[src/rpbo_pkg.sv]
`timescale 1ns / 1ps
// ----------------------------------------------------------------------------
// Relay port bank package
// Shared types, command and register codes, and the port number decoder.
// ----------------------------------------------------------------------------
package rpbo_pkg;

  localparam int unsigned MaxExpansion = 8;
  localparam int unsigned DefExpansion = 8;
  localparam int unsigned SecsPerMin   = 60;
  // Wide enough for a module index of 0 to MaxExpansion.
  localparam int unsigned ModW         = 4;

  typedef enum logic [3:0] {
    CMD_ON           = 4'd0,
    CMD_OFF          = 4'd1,
    CMD_TOGGLE       = 4'd2,
    CMD_FORCE_OFF    = 4'd3,
    CMD_FORCE_ON     = 4'd4,
    CMD_AUTO         = 4'd5,
    CMD_ALL_ON       = 4'd6,
    CMD_ALL_OFF      = 4'd7,
    CMD_DELAY_ON     = 4'd8,
    CMD_DELAY_ON_DEF = 4'd9,
    CMD_QUERY        = 4'd10
  } cmd_e;

  typedef enum logic {
    CFG_START_TIME = 1'b0,
    CFG_DEF_DELAY  = 1'b1
  } cfg_idx_e;

  typedef struct packed {
    logic [3:0]  command;
    logic [6:0]  port_id;
    logic [7:0]  delay_minutes;
    logic [31:0] time_now;
  } in_word_t;

  typedef struct packed {
    logic       port_on;
    logic       forced_on;
    logic       forced_off;
    logic [7:0] drive_byte;
    logic       port_valid;
  } out_word_t;

  // One module's state as held in the bank memory.
  typedef struct packed {
    logic [7:0] data;
    logic [7:0] mask_on;
    logic [7:0] mask_off;
    logic [7:0] marks;
  } entry_t;

  localparam entry_t ResetEntry = '{
    data:     8'h00,
    mask_on:  8'h00,
    mask_off: 8'hFF,
    marks:    8'h00
  };

  typedef struct packed {
    logic            ok;
    logic [ModW-1:0] mod;
    logic [2:0]      bit_idx;
  } dec_t;

  typedef struct packed {
    logic            en;
    logic [ModW-1:0] mod;
  } rd_req_t;

  typedef struct packed {
    logic            en;
    logic [ModW-1:0] mod;
    entry_t          entry;
    logic            fill_en;
    logic            fill_on;
  } wr_req_t;

  // Port 1-8 is the main module; 11-88 is expansion module tens, bit ones-1.
  function automatic dec_t decode_port(input logic [6:0] id,
                                       input logic [ModW-1:0] exp_mods);
    logic [14:0] prod;
    logic [3:0]  tens;
    logic [6:0]  ones;
    dec_t        d;
    // Multiply by 205/2048 gives id/10 exactly over the 7-bit range.
    prod = 15'(id) * 15'd205;
    tens = prod[14:11];
    ones = id - 7'(tens) * 7'd10;
    d = '{ok: 1'b0, mod: '0, bit_idx: '0};
    if (id inside {[7'd1:7'd8]}) begin
      d.ok      = 1'b1;
      d.bit_idx = 3'(id - 7'd1);
    end else if (id inside {[7'd11:7'd88]} && ones inside {[7'd1:7'd8]} &&
                 tens <= exp_mods) begin
      d.ok      = 1'b1;
      d.mod     = tens;
      d.bit_idx = 3'(ones - 7'd1);
    end
    return d;
  endfunction

endpackage

[src/rpbo_store.sv]
`timescale 1ns / 1ps
// ----------------------------------------------------------------------------
// Relay port bank store
// Synchronous module memory with per-entry valid bits and a bank-wide
// data fill used by the all-on and all-off commands.
// ----------------------------------------------------------------------------
module rpbo_store import rpbo_pkg::*; #(
  parameter int unsigned NumModules = DefExpansion + 1
) (
  input  logic    clk_i,
  input  logic    rst_ni,
  input  rd_req_t rd_req_i,
  output entry_t  rd_entry_o,
  input  wr_req_t wr_req_i
);

  localparam int unsigned AddrW = (NumModules > 1) ? $clog2(NumModules) : 1;

  entry_t                  mem_q [NumModules];
  entry_t                  rd_data_q;
  logic [AddrW-1:0]        rd_addr_q;
  logic [NumModules-1:0]   valid_q;
  logic [NumModules-1:0]   fill_q;
  logic                    fill_on_q;
  logic [AddrW-1:0]        rd_addr;
  logic [AddrW-1:0]        wr_addr;
  entry_t                  base_entry;

  assign rd_addr = rd_req_i.mod[AddrW-1:0];
  assign wr_addr = wr_req_i.mod[AddrW-1:0];

  always_ff @(posedge clk_i) begin
    if (wr_req_i.en) begin
      mem_q[wr_addr] <= wr_req_i.entry;
    end
    if (rd_req_i.en) begin
      rd_data_q <= mem_q[rd_addr];
      rd_addr_q <= rd_addr;
    end
  end

  // An entry never written reads as its reset value; a pending fill
  // overrides the data byte until the entry is written back.
  always_ff @(posedge clk_i or negedge rst_ni) begin
    if (!rst_ni) begin
      valid_q   <= '0;
      fill_q    <= '0;
      fill_on_q <= 1'b0;
    end else begin
      if (wr_req_i.en) begin
        valid_q[wr_addr] <= 1'b1;
        fill_q[wr_addr]  <= 1'b0;
      end
      if (wr_req_i.fill_en) begin
        fill_q    <= '1;
        fill_on_q <= wr_req_i.fill_on;
      end
    end
  end

  always_comb begin
    base_entry = valid_q[rd_addr_q] ? rd_data_q : ResetEntry;
    rd_entry_o = base_entry;
    if (fill_q[rd_addr_q]) begin
      rd_entry_o.data = {8{fill_on_q}};
    end
  end

endmodule

[src/rpbo_exec.sv]
`timescale 1ns / 1ps
// ----------------------------------------------------------------------------
// Relay port bank command unit
// Decodes a command word, modifies the addressed module entry read from the
// store, writes it back and registers the result word.
// ----------------------------------------------------------------------------
module rpbo_exec import rpbo_pkg::*; #(
  parameter int unsigned ExpansionModules = DefExpansion
) (
  input  logic        clk_i,
  input  logic        rst_ni,
  input  logic        in_valid_i,
  output logic        in_stall_o,
  input  in_word_t    in_word_i,
  output logic        out_valid_o,
  input  logic        out_stall_i,
  output out_word_t   out_word_o,
  input  logic [31:0] start_time_i,
  input  logic [7:0]  def_delay_i,
  output rd_req_t     rd_req_o,
  input  entry_t      rd_entry_i,
  output wr_req_t     wr_req_o
);

  logic        busy_q;
  logic        out_valid_q;
  cmd_e        cmd_q;
  dec_t        dec_q;
  logic [7:0]  dmin_q;
  logic [31:0] now_q;
  out_word_t   out_q;

  dec_t        in_dec;
  logic        accept;
  logic        out_load;
  logic [7:0]  bm;
  logic [7:0]  minutes;
  logic [13:0] limit;
  logic        late;
  entry_t      nxt;
  logic        port_wr;
  logic        fill_en;
  logic        fill_on;
  logic [7:0]  eff;
  out_word_t   res;

  assign in_dec   = decode_port(in_word_i.port_id, ModW'(ExpansionModules));
  // The store is read at acceptance and written when the result is loaded,
  // so a second word waits until the write-back is done.
  assign accept   = in_valid_i && !busy_q;
  assign out_load = busy_q && (!out_valid_q || !out_stall_i);

  assign in_stall_o  = busy_q;
  assign out_valid_o = out_valid_q;
  assign out_word_o  = out_q;

  assign rd_req_o = '{en: accept, mod: in_dec.mod};

  always_ff @(posedge clk_i or negedge rst_ni) begin
    if (!rst_ni) begin
      busy_q      <= 1'b0;
      out_valid_q <= 1'b0;
    end else begin
      if (accept) begin
        busy_q <= 1'b1;
      end else if (out_load) begin
        busy_q <= 1'b0;
      end
      if (out_load) begin
        out_valid_q <= 1'b1;
      end else if (!out_stall_i) begin
        out_valid_q <= 1'b0;
      end
    end
  end

  always_ff @(posedge clk_i) begin
    if (accept) begin
      cmd_q  <= cmd_e'(in_word_i.command);
      dec_q  <= in_dec;
      dmin_q <= in_word_i.delay_minutes;
      now_q  <= in_word_i.time_now;
    end
    if (out_load) begin
      out_q <= res;
    end
  end

  always_comb begin
    bm      = dec_q.ok ? (8'd1 << dec_q.bit_idx) : 8'd0;
    minutes = (cmd_q == CMD_DELAY_ON_DEF) ? def_delay_i : dmin_q;
    limit   = 14'(minutes) * 14'(SecsPerMin);
    // Elapsed time wraps modulo 2^32.
    late    = (now_q - start_time_i) > 32'(limit);
    nxt     = rd_entry_i;
    port_wr = 1'b1;
    fill_en = 1'b0;
    fill_on = 1'b0;
    case (cmd_q)
      CMD_ON:     nxt.data = nxt.data | bm;
      CMD_OFF:    nxt.data = nxt.data & ~bm;
      CMD_TOGGLE: nxt.data = nxt.data ^ bm;
      CMD_FORCE_OFF: begin
        nxt.mask_on  = nxt.mask_on & ~bm;
        nxt.mask_off = nxt.mask_off & ~bm;
      end
      CMD_FORCE_ON: begin
        nxt.mask_on  = nxt.mask_on | bm;
        nxt.mask_off = nxt.mask_off | bm;
      end
      CMD_AUTO: begin
        nxt.mask_on  = nxt.mask_on & ~bm;
        nxt.mask_off = nxt.mask_off | bm;
      end
      CMD_ALL_ON: begin
        nxt.data = 8'hFF;
        port_wr  = 1'b0;
        fill_en  = 1'b1;
        fill_on  = 1'b1;
      end
      CMD_ALL_OFF: begin
        nxt.data = 8'h00;
        port_wr  = 1'b0;
        fill_en  = 1'b1;
      end
      CMD_DELAY_ON, CMD_DELAY_ON_DEF: begin
        nxt.marks = nxt.marks | bm;
        if (late) begin
          nxt.data = nxt.data | bm;
        end
      end
      default: ;
    endcase

    eff = (nxt.data & nxt.mask_off) | nxt.mask_on;
    res = '0;
    if (dec_q.ok) begin
      res.port_on    = eff[dec_q.bit_idx];
      res.forced_on  = nxt.mask_on[dec_q.bit_idx];
      res.forced_off = ~nxt.mask_off[dec_q.bit_idx];
      res.drive_byte = ~eff;
      res.port_valid = 1'b1;
    end
  end

  assign wr_req_o = '{
    en:      out_load && dec_q.ok && port_wr,
    mod:     dec_q.mod,
    entry:   nxt,
    fill_en: out_load && fill_en,
    fill_on: fill_on
  };

  a_accept_busy: assert property (@(posedge clk_i) disable iff (!rst_ni)
    accept |=> busy_q)
    else $error("accepted word did not start the command unit");

  a_hold_stage: assert property (@(posedge clk_i) disable iff (!rst_ni)
    busy_q && !out_load |=> busy_q && $stable(cmd_q) && $stable(dec_q))
    else $error("command stage changed while waiting on the output");

  a_result_source: assert property (@(posedge clk_i) disable iff (!rst_ni)
    $rose(out_valid_q) |-> $past(busy_q))
    else $error("result word appeared without a command in flight");

  a_write_valid_port: assert property (@(posedge clk_i) disable iff (!rst_ni)
    wr_req_o.en |-> dec_q.ok && !wr_req_o.fill_en)
    else $error("entry write-back for an invalid port or during a fill");

  a_invalid_zero: assert property (@(posedge clk_i) disable iff (!rst_ni)
    out_valid_q && !out_q.port_valid |-> out_q.drive_byte == 8'h00 &&
      !out_q.port_on && !out_q.forced_on && !out_q.forced_off)
    else $error("invalid port result carries nonzero fields");

endmodule

[src/relay_port_bank_with_override_unit.sv]
`timescale 1ns / 1ps
// Pipeline: an accepted command word is registered with its module entry read from
// the memory; the entry is modified and written back and the result word registered
// when the output can take it. The next word waits for that write-back, so the unit
// takes no new word while one is in flight. A stalled output holds the unit longer.
// Reset: asynchronous; entries read as their reset values through valid bits,
// with no clearing pass, and both configuration registers reset to zero.
// ----------------------------------------------------------------------------
// Relay port bank with override
// Main module plus expansion modules of eight relay ports each, with data,
// force-on and force-off masks and delayed-on marks per module.
// ----------------------------------------------------------------------------
module relay_port_bank_with_override_unit import rpbo_pkg::*; #(
  parameter int unsigned ExpansionModules = DefExpansion
) (
  input  logic        clk_i,
  input  logic        rst_ni,
  input  logic        in_valid_i,
  output logic        in_stall_o,
  input  in_word_t    in_word_i,
  output logic        out_valid_o,
  input  logic        out_stall_i,
  output out_word_t   out_word_o,
  input  logic        cfg_we_i,
  input  logic        cfg_idx_i,
  input  logic [31:0] cfg_wdata_i
);

  logic [31:0] start_time_q;
  logic [7:0]  def_delay_q;
  rd_req_t     rd_req;
  entry_t      rd_entry;
  wr_req_t     wr_req;

  always_ff @(posedge clk_i or negedge rst_ni) begin
    if (!rst_ni) begin
      start_time_q <= '0;
      def_delay_q  <= '0;
    end else if (cfg_we_i) begin
      case (cfg_idx_e'(cfg_idx_i))
        CFG_START_TIME: start_time_q <= cfg_wdata_i;
        CFG_DEF_DELAY:  def_delay_q  <= cfg_wdata_i[7:0];
        default: ;
      endcase
    end
  end

  rpbo_exec #(
    .ExpansionModules(ExpansionModules)
  ) u_exec (
    .clk_i       (clk_i),
    .rst_ni      (rst_ni),
    .in_valid_i  (in_valid_i),
    .in_stall_o  (in_stall_o),
    .in_word_i   (in_word_i),
    .out_valid_o (out_valid_o),
    .out_stall_i (out_stall_i),
    .out_word_o  (out_word_o),
    .start_time_i(start_time_q),
    .def_delay_i (def_delay_q),
    .rd_req_o    (rd_req),
    .rd_entry_i  (rd_entry),
    .wr_req_o    (wr_req)
  );

  rpbo_store #(
    .NumModules(ExpansionModules + 1)
  ) u_store (
    .clk_i     (clk_i),
    .rst_ni    (rst_ni),
    .rd_req_i  (rd_req),
    .rd_entry_o(rd_entry),
    .wr_req_i  (wr_req)
  );

endmodule
[config.mk]
export PLATFORM = sky130hd
export DESIGN_NAME = relay_port_bank_with_override_unit
export DESIGN_NICKNAME = d
export VERILOG_FILES = /design/src/rpbo_pkg.sv /design/src/rpbo_store.sv /design/src/rpbo_exec.sv /design/src/relay_port_bank_with_override_unit.sv
export SDC_FILE = /design/constraint.sdc
export NUM_CORES = 1
export LEC_CHECK = 0
export BUFFER_PORTS_ARGS = -buffer_cell sky130_fd_sc_hd__buf_2
export CAP_MARGIN = 20
export CORE_ASPECT_RATIO = 0.9
export CORE_MARGIN = 10
export CORE_UTILIZATION = 40
export CTS_BUF_LIST = sky130_fd_sc_hd__clkbuf_8
export DETAILED_ROUTE_END_ITERATION = 6
export GPL_TIMING_DRIVEN = 1
export SYNTH_ARGS = -nofsm -noshare
export SYNTH_HDL_FRONTEND = slang
export SYNTH_HIERARCHICAL = 1
export SYNTH_SLANG_ARGS = --single-unit
[constraint.sdc]
create_clock -name clk_i -period 9.14 [get_ports clk_i]
set_input_delay 0.457 -clock clk_i [delete_from_list [all_inputs] [get_ports clk_i]]
set_output_delay 0.457 -clock clk_i [all_outputs]
set_load 0.02 [all_outputs]
==> out/qor.yml <==
global_route:
  globalRouteOverflowTotal: 0
  antenna_found_initial: 3
  grt_pass1_vias: 13650
  track_usage_pct: 16.37
  grt_pass1_wl_um: 77340
  grt_max_degree: 62
placement:
  numPortBuffers: 102
  dp_hpwl_um: 32120
  gp_congestion: 0.8694
cells_and_area:
  final_cell_mix: "308 x edfxtp_1, 159 x inv_1, 136 x ha_1"
  utilization_pct: 46.84
  nets: 1999
  final_common_cell: "edfxtp_1"
  area_growth_pct: 15.05
  drive_above_1_share_pct: 19.50
  regArea_um2: 10780
  multi_input_area_um2: 8511
  nFillCells: 4383
clock_network:
  post_cts_buffers: 0
  htree_levels: 3
  ctsRootBufferMaster: "clkbuf_8"
  cts_tree: "built"
  cts-buffers-inserted: 66
  clock_sinks: 369
  cts_buffer_depth: 3
  clk_latency_ps: 650
  clk_pin_slew_worst_paths_ps: 70
timing:
  fin_crit_ps: 8352
  tns_ps: 0
  rsz0062_at_grt: "no"
  finalClockSkew_ps: 41.70
  relSlewSlack_pct: 41.17
  fin_crit_sh_pct: 91.38
  setup_viol: 0
  hold_viol_final: 0
  maxSlewViolCount: 0
  worstMarginPinSlew_ps: 880.6
  fmax_mhz: 119.7
logic_synthesis:
  syn_avg_cell_area_um2: 12.77
  synth_nets: 1821
  synth_area_um2: 20120
  yosys_warnings: 6
  synthCells: 1576
floorplan:
  pin_count: 103
  die_w_um: 256.4
  coreArea_um2: 49420
  dieArea_um2: 59690
  start_util_pct: 40.71
  num_rows: 77
  die_h_um: 232.8
critical_path:
  required_ps: 9540
  slowest_delay_ps: 600
  endpoint_kind: "flip-flop"
  r2r_start: "u_exec/cmd_q[2]"
  worstPathArrival_ps: 8760
  setup.worst_path.start: "u_exec/cmd_q[2]"
  slowest_stage: "edfxtp_1"
  cp_max_fo: 17
  cpMostUsedCell: "a21oi_1"
  critPathKind: "flip-flop to flip-flop"
  ff2ff_path_depth: 30
  start_kind: "flip-flop"
route:
  first_iter_violations: 1058
  route.detailed.drc: 0
  postRouteWirelength_um: 49060
  vias_per_cell: 5.344
  wl_per_cell_um: 19.81
  dr.pass1.iters: 7
  vias: 13240
  drtAntennaViolNets: 0
power:
  finalPower_mw: 6.387
  peakVddDrop_v: 0.0001291
  power_density_nw_per_um2: 275.9
  leakagePower_nw: 8.997
hold_path:
  hold_class: "input pin to flip-flop"
  whs_path_depth: 2
  hp-start: "cfg_wdata_i[17]"
job:
  cap_violations: 0
outcome:
  outcome: "finished, final reports clean"
==> through the flow <==
stage	cells	hold WS, ps	instance area [um^2]	worst slack, ps
after global placement	2311	444.7	21440	869.2
after global routing	2477	29.32	23150	193.7
final	2477	62.52	23150	787.9
after CTS	2475	8.779	23140	513.3
after detailed placement	2311	451.0	21440	541.3
after floorplan	1576	161.4	20120	1340
==> repair_timing <==
action                                  in CTS  in global routing
endpoints found under the setup margin       0                  2
hold buffers                                45                  0
endpoints found under the hold margin       54                  0
gates resized for setup                      0                  1
==> flip-flops by register name (all words and copies together) (netlist names) <==
signal,cells
def_delay_q,8
start_time_q,32
u_exec/cmd_q,4
u_exec/dec_q,4
u_exec/dmin_q,8
u_exec/in_stall_o,1
u_exec/now_q,32
u_exec/out_valid_o,1
u_exec/out_word_o,12
u_exec/wr_req_o,4
u_store/fill_on_q,1
u_store/fill_q,9
u_store/mem_q,216
u_store/rd_addr_q,4
u_store/rd_data_q,24
u_store/valid_q,9
==> power breakdown <==
part	leakage [nW]	switching, mW	internal (mW)
registers	3.52	0.123	2.18
clock network	0.718	0.683	0.780
logic	4.76	1.55	1.08
==> worst max-delay path, delay by kind of cell, from the launching register on <==
| family | cells | cell delay, ps |
|---|---|---|
| xor+xnor | 1 | 220 |
| compound gates | 14 | 2910 |
| mux | 2 | 750 |
| fa+ha+maj | 4 | 1580 |
| flops | 1 | 600 |
| simple gates | 7 | 1560 |
| buf+inv | 2 | 460 |
==> final cells by class <==
cell class	instances	area share (%)
Sequential cell	369	46.55
Multi-Input combinational cell	997	36.76
Timing Repair Buffer	183	5.470
Clock buffer	68	4.043
Tap cell	671	3.627
Inverter	137	2.221
Clock inverter	51	1.319
Antenna cell	1	0.01081
==> worst paths after layout <==
| check | to | slack (ps) |
|---|---|---|
| max | u_exec/out_word_o[11] | 790 |
| min | start_time_q[17] | 60 |
| max reg2reg | u_exec/out_word_o[11] | 790 |
| min reg2reg | u_store/valid_q[0] | 460 |
| max in group asynchronous | def_delay_q[2] | 8050 |
| min in group asynchronous | start_time_q[12] | 540 |
==> routing by layer <==
layer  GRT usage [%]  share of wire, %  vias to the layer above
met5               0             0.026                        -
met4           5.893               2.3                        2
met3           2.802               5.7                       82
met2           26.93                47                      413
met1           21.53                45                     6550
li1                -                 -                     6190
No activity file was read; power rests on OpenSTA's default activity.
